**src/sv/dual_stream_audio_merge_fifo_defines.svh**
```systemverilog
// ----------------------------------------------------------------------------
// Assertion macros for the dual stream audio merge FIFO
// Concurrent checks that can be compiled out with NO_ASSERTIONS.
// ----------------------------------------------------------------------------
`ifndef DUAL_STREAM_AUDIO_MERGE_FIFO_DEFINES_SVH
`define DUAL_STREAM_AUDIO_MERGE_FIFO_DEFINES_SVH

`ifndef NO_ASSERTIONS
// Check a condition in the same cycle as its trigger
`define DSAM_ASSERT_NOW(lbl, clk, rst, ante, cons) \
   lbl: assert property (@(posedge clk) disable iff (rst) (ante) |-> (cons)) \
      else $error("dsam check failed");
// Check a condition in the cycle after its trigger
`define DSAM_ASSERT_NEXT(lbl, clk, rst, ante, cons) \
   lbl: assert property (@(posedge clk) disable iff (rst) (ante) |=> (cons)) \
      else $error("dsam check failed");
`else
`define DSAM_ASSERT_NOW(lbl, clk, rst, ante, cons)
`define DSAM_ASSERT_NEXT(lbl, clk, rst, ante, cons)
`endif

`endif

```
**src/sv/dsam_pkg.sv**
```systemverilog
// ----------------------------------------------------------------------------
// dsam_pkg
// Types, codes and defaults shared by the audio merge FIFO modules.
// ----------------------------------------------------------------------------
package dsam_pkg;

   // default sizes
   localparam int FIFO_DEPTH_DEF     = 1024;
   localparam int MAX_CHANNELS_DEF   = 8;
   localparam int MAX_POP_FRAMES_DEF = 8;

   // fixed field widths
   localparam int SAMPLE_W = 16;
   localparam int FRAMES_W = 4;
   localparam int CHAN_W   = 4;
   localparam int OP_W     = 2;
   localparam int STATUS_W = 3;
   localparam int CSR_IDX_W  = 2;
   localparam int CSR_DATA_W = 4;

   // saturation limits
   localparam logic signed [SAMPLE_W-1:0] SAMPLE_MAX = 16'sh7fff;
   localparam logic signed [SAMPLE_W-1:0] SAMPLE_MIN = 16'sh8000;

   // register reset values
   localparam logic              MIC_EN_RST   = 1'b1;
   localparam logic              SYS_EN_RST   = 1'b1;
   localparam logic [CHAN_W-1:0] CHAN_CNT_RST = 4'd2;

   // register indexes
   typedef enum logic [CSR_IDX_W-1:0] {
      CSR_MIC_ENABLED,
      CSR_SYSTEM_ENABLED,
      CSR_CHANNEL_COUNT
   } csr_index_type;

   // input operations
   typedef enum logic [OP_W-1:0] {
      OP_APPEND_MIC,
      OP_APPEND_SYS,
      OP_POP
   } op_type;

   // result status codes
   typedef enum logic [STATUS_W-1:0] {
      ST_POP_SAMPLE,
      ST_APPENDED,
      ST_DROP_FULL,
      ST_DROP_DISABLED,
      ST_NOTHING_READY
   } status_type;

   // controller states
   typedef enum logic [1:0] {
      S_IDLE,
      S_CALC,
      S_READ,
      S_EMIT
   } state_type;

   // configuration handed from the register bank to the controller
   typedef struct packed {
      logic              mic_enabled;
      logic              system_enabled;
      logic [CHAN_W-1:0] channel_count;
   } cfg_type;

endpackage

```
**src/sv/dsam_ctrl.sv**
```systemverilog
// ----------------------------------------------------------------------------
// dsam_ctrl
// FIFO pointers, pop sequencer, sample merge and the result register.
// ----------------------------------------------------------------------------
module dsam_ctrl #(
   parameter int FIFO_DEPTH     = dsam_pkg::FIFO_DEPTH_DEF,
   parameter int MAX_CHANNELS   = dsam_pkg::MAX_CHANNELS_DEF,
   parameter int MAX_POP_FRAMES = dsam_pkg::MAX_POP_FRAMES_DEF,
   parameter int AW             = $clog2(FIFO_DEPTH),
   parameter int FW             = $clog2(FIFO_DEPTH + 1)
) (
   input  logic                                 clock,
   input  logic                                 reset,
   input  dsam_pkg::cfg_type                    cfg,
   // request words
   input  logic                                 req_valid,
   output logic                                 req_ready,
   input  logic [dsam_pkg::OP_W-1:0]            req_operation,
   input  logic [dsam_pkg::FRAMES_W-1:0]        req_max_frames,
   // store ports
   output logic                                 mic_wr_en,
   output logic [AW-1:0]                        mic_wr_addr,
   output logic                                 mic_rd_en,
   output logic [AW-1:0]                        mic_rd_addr,
   input  logic signed [dsam_pkg::SAMPLE_W-1:0] mic_rd_data,
   output logic                                 sys_wr_en,
   output logic [AW-1:0]                        sys_wr_addr,
   output logic                                 sys_rd_en,
   output logic [AW-1:0]                        sys_rd_addr,
   input  logic signed [dsam_pkg::SAMPLE_W-1:0] sys_rd_data,
   // response words
   output logic                                 rsp_valid,
   input  logic                                 rsp_ready,
   output logic signed [dsam_pkg::SAMPLE_W-1:0] rsp_sample_out,
   output logic                                 rsp_last,
   output logic [dsam_pkg::FRAMES_W-1:0]        rsp_frames_popped,
   output logic [dsam_pkg::STATUS_W-1:0]        rsp_status
);
   import dsam_pkg::*;

   localparam int CNT_W = $clog2(MAX_POP_FRAMES * MAX_CHANNELS + 1);
   localparam int SW    = FW + 1;
   localparam int CMP_W = (FW > 8) ? FW : 8;
   localparam logic [SW-1:0]       DEPTH_S  = SW'(FIFO_DEPTH);
   localparam logic [FW-1:0]       DEPTH_F  = FW'(FIFO_DEPTH);
   localparam logic [AW-1:0]       LAST_POS = AW'(FIFO_DEPTH - 1);
   localparam logic [CHAN_W-1:0]   CH_MAX   = CHAN_W'(MAX_CHANNELS);
   localparam logic [FRAMES_W-1:0] FR_MAX   = FRAMES_W'(MAX_POP_FRAMES);

   state_type                 state_ff, state_in;
   logic [AW-1:0]             mic_head_ff, mic_head_in, sys_head_ff, sys_head_in;
   logic [FW-1:0]             mic_fill_ff, mic_fill_in, sys_fill_ff, sys_fill_in;
   logic [FRAMES_W-1:0]       maxf_ff, maxf_in, frames_ff, frames_in;
   logic [CNT_W-1:0]          remain_ff, remain_in;
   logic                      rsp_valid_ff, rsp_valid_in;
   logic signed [SAMPLE_W-1:0] rsp_sample_ff, rsp_sample_in;
   logic                      rsp_last_ff, rsp_last_in;
   logic [FRAMES_W-1:0]       rsp_frames_ff, rsp_frames_in;
   status_type                rsp_status_ff, rsp_status_in;

   logic                      out_free;
   logic                      accept;
   logic                      both_en;
   logic [CHAN_W-1:0]         ch_sat;
   logic [FW-1:0]             min_fill;
   logic [FRAMES_W-1:0]       frames_calc;
   logic [2*CHAN_W-1:0]       count_calc;
   logic signed [SAMPLE_W:0]  sum_wide;
   logic signed [SAMPLE_W-1:0] merged;

   // wrap head plus fill into a store address
   function automatic logic [AW-1:0] tail_pos(input logic [AW-1:0] head,
                                              input logic [FW-1:0] fill);
      logic [SW-1:0] pos;
      pos = SW'(head) + SW'(fill);
      if (pos >= DEPTH_S) begin
         pos = pos - DEPTH_S;
      end
      return pos[AW-1:0];
   endfunction

   // step a head pointer round the store
   function automatic logic [AW-1:0] head_step(input logic [AW-1:0] head);
      return (head == LAST_POS) ? '0 : head + 1'b1;
   endfunction

   assign out_free  = !rsp_valid_ff || rsp_ready;
   assign req_ready = (state_ff == S_IDLE) && out_free;
   assign accept    = req_valid && req_ready;
   assign both_en   = cfg.mic_enabled && cfg.system_enabled;

   // clamp the channel count
   always_comb begin
      priority if (cfg.channel_count == '0) begin
         ch_sat = CHAN_W'(1);
      end else if (cfg.channel_count > CH_MAX) begin
         ch_sat = CH_MAX;
      end else begin
         ch_sat = cfg.channel_count;
      end
   end

   // find the ready fill over the enabled streams
   always_comb begin
      priority if (both_en) begin
         min_fill = (mic_fill_ff < sys_fill_ff) ? mic_fill_ff : sys_fill_ff;
      end else if (cfg.mic_enabled) begin
         min_fill = mic_fill_ff;
      end else if (cfg.system_enabled) begin
         min_fill = sys_fill_ff;
      end else begin
         min_fill = '0;
      end
   end

   // take the largest frame count that fits both the fill and the limit
   always_comb begin
      frames_calc = '0;
      for (int f = 1; f <= MAX_POP_FRAMES; f++) begin
         if ((CMP_W'(f) * CMP_W'(ch_sat) <= CMP_W'(min_fill)) &&
             (FRAMES_W'(f) <= maxf_ff)) begin
            frames_calc = FRAMES_W'(f);
         end
      end
   end

   assign count_calc = (2*CHAN_W)'(frames_calc) * (2*CHAN_W)'(ch_sat);

   // merge the two read words with saturation when both streams are enabled, else pass one stream's word
   always_comb begin
      sum_wide = {mic_rd_data[SAMPLE_W-1], mic_rd_data} +
                 {sys_rd_data[SAMPLE_W-1], sys_rd_data};
      priority if (both_en) begin
         if (sum_wide[SAMPLE_W] != sum_wide[SAMPLE_W-1]) begin
            merged = sum_wide[SAMPLE_W] ? SAMPLE_MIN : SAMPLE_MAX;
         end else begin
            merged = sum_wide[SAMPLE_W-1:0];
         end
      end else if (cfg.mic_enabled) begin
         merged = mic_rd_data;
      end else begin
         merged = sys_rd_data;
      end
   end

   // next state
   always_comb begin
      state_in = state_ff;
      unique case (state_ff)
         S_IDLE: begin
            if (accept && (req_operation == OP_POP)) begin
               state_in = S_CALC;
            end
         end
         S_CALC: begin
            if (frames_calc != '0) begin
               state_in = S_READ;
            end else if (out_free) begin
               state_in = S_IDLE;
            end
         end
         S_READ: begin
            state_in = S_EMIT;
         end
         S_EMIT: begin
            if (out_free) begin
               state_in = (remain_ff == '0) ? S_IDLE : S_READ;
            end
         end
         default: begin
            state_in = S_IDLE;
         end
      endcase
   end

   // datapath and store control
   always_comb begin
      mic_head_in   = mic_head_ff;
      sys_head_in   = sys_head_ff;
      mic_fill_in   = mic_fill_ff;
      sys_fill_in   = sys_fill_ff;
      maxf_in       = maxf_ff;
      frames_in     = frames_ff;
      remain_in     = remain_ff;
      rsp_valid_in  = rsp_valid_ff && !rsp_ready;
      rsp_sample_in = rsp_sample_ff;
      rsp_last_in   = rsp_last_ff;
      rsp_frames_in = rsp_frames_ff;
      rsp_status_in = rsp_status_ff;
      mic_wr_en     = 1'b0;
      sys_wr_en     = 1'b0;
      mic_rd_en     = 1'b0;
      sys_rd_en     = 1'b0;
      mic_wr_addr   = tail_pos(mic_head_ff, mic_fill_ff);
      sys_wr_addr   = tail_pos(sys_head_ff, sys_fill_ff);
      unique case (state_ff)
         S_IDLE: begin
            if (accept) begin
               unique case (req_operation)
                  OP_APPEND_MIC: begin
                     rsp_valid_in  = 1'b1;
                     rsp_sample_in = '0;
                     rsp_last_in   = 1'b1;
                     rsp_frames_in = '0;
                     priority if (!cfg.mic_enabled) begin
                        rsp_status_in = ST_DROP_DISABLED;
                     end else if (mic_fill_ff == DEPTH_F) begin
                        rsp_status_in = ST_DROP_FULL;
                     end else begin
                        mic_wr_en     = 1'b1;
                        mic_fill_in   = mic_fill_ff + 1'b1;
                        rsp_status_in = ST_APPENDED;
                     end
                  end
                  OP_APPEND_SYS: begin
                     rsp_valid_in  = 1'b1;
                     rsp_sample_in = '0;
                     rsp_last_in   = 1'b1;
                     rsp_frames_in = '0;
                     priority if (!cfg.system_enabled) begin
                        rsp_status_in = ST_DROP_DISABLED;
                     end else if (sys_fill_ff == DEPTH_F) begin
                        rsp_status_in = ST_DROP_FULL;
                     end else begin
                        sys_wr_en     = 1'b1;
                        sys_fill_in   = sys_fill_ff + 1'b1;
                        rsp_status_in = ST_APPENDED;
                     end
                  end
                  OP_POP: begin
                     maxf_in = (req_max_frames > FR_MAX) ? FR_MAX : req_max_frames;
                  end
                  default: begin
                     // unused code: drop the word silently
                  end
               endcase
            end
         end
         S_CALC: begin
            if (frames_calc != '0) begin
               frames_in = frames_calc;
               remain_in = count_calc[CNT_W-1:0];
            end else if (out_free) begin
               rsp_valid_in  = 1'b1;
               rsp_sample_in = '0;
               rsp_last_in   = 1'b1;
               rsp_frames_in = '0;
               rsp_status_in = ST_NOTHING_READY;
            end
         end
         S_READ: begin
            remain_in = remain_ff - 1'b1;
            if (cfg.mic_enabled) begin
               mic_rd_en   = 1'b1;
               mic_head_in = head_step(mic_head_ff);
               mic_fill_in = mic_fill_ff - 1'b1;
            end
            if (cfg.system_enabled) begin
               sys_rd_en   = 1'b1;
               sys_head_in = head_step(sys_head_ff);
               sys_fill_in = sys_fill_ff - 1'b1;
            end
         end
         S_EMIT: begin
            if (out_free) begin
               rsp_valid_in  = 1'b1;
               rsp_sample_in = merged;
               rsp_last_in   = (remain_ff == '0);
               rsp_frames_in = frames_ff;
               rsp_status_in = ST_POP_SAMPLE;
            end
         end
         default: begin
         end
      endcase
   end

   assign mic_rd_addr = mic_head_ff;
   assign sys_rd_addr = sys_head_ff;

   // control registers
   always_ff @(posedge clock) begin
      if (reset) begin
         state_ff     <= S_IDLE;
         mic_head_ff  <= '0;
         sys_head_ff  <= '0;
         mic_fill_ff  <= '0;
         sys_fill_ff  <= '0;
         rsp_valid_ff <= 1'b0;
      end else begin
         state_ff     <= state_in;
         mic_head_ff  <= mic_head_in;
         sys_head_ff  <= sys_head_in;
         mic_fill_ff  <= mic_fill_in;
         sys_fill_ff  <= sys_fill_in;
         rsp_valid_ff <= rsp_valid_in;
      end
   end

   // payload registers
   always_ff @(posedge clock) begin
      maxf_ff       <= maxf_in;
      frames_ff     <= frames_in;
      remain_ff     <= remain_in;
      rsp_sample_ff <= rsp_sample_in;
      rsp_last_ff   <= rsp_last_in;
      rsp_frames_ff <= rsp_frames_in;
      rsp_status_ff <= rsp_status_in;
   end

   assign rsp_valid         = rsp_valid_ff;
   assign rsp_sample_out    = rsp_sample_ff;
   assign rsp_last          = rsp_last_ff;
   assign rsp_frames_popped = rsp_frames_ff;
   assign rsp_status        = STATUS_W'(rsp_status_ff);

endmodule

```
**config.mk**
```make
export PLATFORM = sky130hd
export DESIGN_NAME = dsam_ctrl
export DESIGN_NICKNAME = d
export VERILOG_FILES = /design/src/sv/dual_stream_audio_merge_fifo_defines.svh /design/src/sv/dsam_pkg.sv /design/src/sv/dsam_ctrl.sv
export SDC_FILE = /design/constraint.sdc
export NUM_CORES = 1
export LEC_CHECK = 0
export ABC_AREA = 1
export BUFFER_PORTS_ARGS = -buffer_cell sky130_fd_sc_hd__clkbuf_2
export CORE_MARGIN = 1
export CORE_UTILIZATION = 61
export CTS_CLUSTER_DIAMETER = 100
export CTS_CLUSTER_SIZE = 24
export DETAILED_ROUTE_END_ITERATION = 10
export GPL_TIMING_DRIVEN = 0
export PLACE_DENSITY_LB_ADDON = 0.05
export SLEW_MARGIN = 40
export SYNTH_ARGS = -nofsm -noshare
export SYNTH_HDL_FRONTEND = slang
export SYNTH_SLANG_ARGS = --single-unit
```
**constraint.sdc**
```tcl
create_clock -name clock -period 12.8 [get_ports clock]
set_clock_uncertainty 0.15 [all_clocks]
set_input_delay 1.28 -clock clock [delete_from_list [all_inputs] [get_ports clock]]
set_output_delay 1.28 -clock clock [all_outputs]
set_load 0.01 [all_outputs]
```
==> flow_summary.toml <==
[status]
status = "complete, no violations"

[finish]
area_growth_pct = 13.6
seq_area_um2 = 2070
nets = 1483
antenna_cells = 0
multi_input_area_um2 = 5760
fillers = 1154
layout-drive-gt1-share_pct = 15.8

[setup_path]
crit_buf_inv = 7
required_ns = 12.76
worst_path_max_delay_cell = "fa_1"
cp_max_fo = 11
worstReg2RegEnd = "remain_ff[6]$_DFFE_PP_"
crit_path_end_kind = "flip-flop"
critPathMaxStageDelay_ns = 0.66
r2r_slack_ns = 6.26
reg2reg_depth = 37
start_kind = "input pin"
critPathArrivalTime_ns = 7.81
worstSetupPathType = "in2reg"
r2r_start = "sys_fill_ff[4]$_SDFFE_PP0P_"
critPathTopFamily = "adder cells"

[floorplan]
pin_count = 118
die_y_um = 121
initial_core_util_pct = 63.7
dieArea_um2 = 14500
die_width_um = 121
coreArea_um2 = 13500
fp-row-count = 42

[flow_run]
drv_cap = 0

[placed_design]
port_buffers = 115
pre_cts_slack_ns = 4.62
gp_congestion = 0.948
hpwl_um = 17500

[synthesis]
synth_warnings = 0
ys_ff_latch = 84
syn-num-nets = 1355
async_reset_ff_share_pct = 0
synth_top_cell_area_share_pct = 14.7
synth_commonest_cells = "nand2_1 (214), inv_1 (159), nor2_1 (121), a21oi_1 (113), ha_1 (101)"
yosys_most_used_dff = "dfxtp_1"
synth-edff-count = 39
yosysTopAreaCell = "ha_1"
synth_cell_types = 53
synth_cells = 1192
syn_area_um2 = 8570
ys_top_cells_by_area = "ha_1 (15%), edfxtp_1 (14%), dfxtp_1 (11%)"
synthMostInstantiatedCell = "nand2_1"
syn_area_per_cell_um2 = 7.19
yosysSeqAreaShare_pct = 24.2

[sta]
post-route-period-util_pct = 61.3
timing_hold_violations_final = 0
fin_tns_setup_ns = 0
rsz0062_at_grt = "false"
fmax_mhz = 127
slew-limit-headroom_pct = 51.2
setup_viol = 0
whs_ns = 0.362
post-route-min-period_ns = 7.85
tightestPinTransition_ns = 0.731
finalMaxSlewViolations = 0
setup_ws_ns = 4.95

[drt]
drc = 0
drt-total-wl_um = 22700
vias_per_cell = 5.69
dr.pass1.iters = 5
postRouteAntennaNets = 0
num_vias = 8536
drt-initial-drc-count = 642
wire_per_inst_um = 15.1

[grt]
grt_pass1_vias = 7834
grt_pass1_wl_um = 37200
antenna_found_initial = 0
grt_max_degree = 26
grtUsageMet3_pct = 5.05
grt_util_met1_pct = 42.7
grt.busiest_layer = "met2"
grt_use_total_pct = 32.2
grtUsageMet2_pct = 54.2
overflow = 0

[cts]
cts.path.max_buffers = 2
clk-insertion-delay-late_ns = 0.35
cts_tree = "built"
clock-sinks = 84
cts.repair.resized = 0
cts_hold_buf = 0
cts_made_buffers = 9
post_cts_buffers = 0
htreeDepth = 3
path_clk_slew_ns = 0.07
clock-root-buffer = "clkbuf_16"

[power]
p_leak_nw = 4.79
cellPowerDensity_nw_per_um2 = 95.5
ir_drop_uv = 57.3
power_mw = 0.931

[worst_hold_path]
holdPathStages = 2
hp-start = "mic_rd_addr[6]$_SDFFE_PP0P_"
min_to = "mic_rd_addr[6]$_SDFFE_PP0P_"
hp-class = "reg2reg"
## stage by stage
step | util (%) | std cells | instance area [um^2]
2_1_floorplan | - | 1192 | 8570
3_3_place_gp | 69.7 | 1483 | 9370
3_5_place_dp | 69.8 | 1485 | 9400
4_1_cts | 72.4 | 1501 | 9740
5_1_grt | 72.4 | 1501 | 9740
6_report | 72.4 | 1501 | 9740
## worst max-delay path by stage
stage	slack [ns]	from	end	depth (start not counted)
after floorplan	5.38	cfg[2]	remain_ff[6]$_DFFE_PP_	28
after global placement	4.24	cfg[2]	remain_ff[6]$_DFFE_PP_	29
after detailed placement	4.62	cfg[2]	remain_ff[6]$_DFFE_PP_	29
after CTS	4.95	cfg[2]	remain_ff[6]$_DFFE_PP_	29
after global routing	4.52	cfg[2]	remain_ff[6]$_DFFE_PP_	29
final	4.95	cfg[2]	remain_ff[6]$_DFFE_PP_	29
## where the power goes
| group | internal (mW) | switching [mW] | total [mW] |
|---|---|---|---|
| Clock | 0.182 | 0.119 | 0.301 |
| Sequential | 0.297 | 0.00990 | 0.307 |
| Combinational | 0.117 | 0.205 | 0.322 |
## final cells by class
type / count / area share [%]
buffer: 22 / 1.23
clock buffer: 13 / 3.01
clock inverter: 3 / 0.488
inverter: 171 / 6.62
multi-input combinational: 915 / 59.1
sequential: 84 / 21.3
tap: 176 / 2.26
timing repair buffer: 117 / 6.04
## cell families after synthesis
family,count (synthesis),share of synthesized area (%)
AOI/OAI and AO/OA,253,16.7
xor gates and xnor gates,59,6.11
adders and majority gates,115,18.0
buffers and inverters,193,8.92
DFF,84,24.2
muxes,1,0.117
and+or+nand+nor,487,26.0
## metal layers
layer  part of all wire (%)  up-vias
li1                       -     4272
met1                     44     3880
met2                     46      346
met3                    7.5       38
met4                    1.8        0
met5                      0        -
## sequential cells by signal, indices dropped and copies added, names as in the netlist
signal,flops
remain_ff,7
state_ff,2
rsp_valid,1
maxf_ff,4
mic_rd_addr,10
mic_fill_ff,11
rsp_sample_out,16
rsp_last,1
sys_fill_ff,11
rsp_status,3
frames_ff,4
rsp_frames_popped,4
sys_rd_addr,10
## worst min-delay path, stage by stage (launching register included)
cell and delay, ns:
dfxtp_1 0.33, inv_1 0.08, a21oi_1 0.06
## placed cells by master (no fill, tap or decap), types with 6 or more instances in the layout
master,instances
nand2_4,6
nor3_1,21
dfxtp_1,45
o21ai_1,8
o21ai_0,62
a22oi_1,18
nand2_2,19
nand3_1,55
nor2_2,8
inv_1,159
inv_2,10
fa_1,14
xnor2_1,19
a21oi_1,113
clkbuf_1,15
xor2_1,39
a31oi_1,17
clkbuf_16,11
clkbuf_2,115
edfxtp_1,39
nor2_1,120
nand4_1,14
nand3_2,9
ha_1,101
nand2_1,214
(Power assumes the default switching activity.)
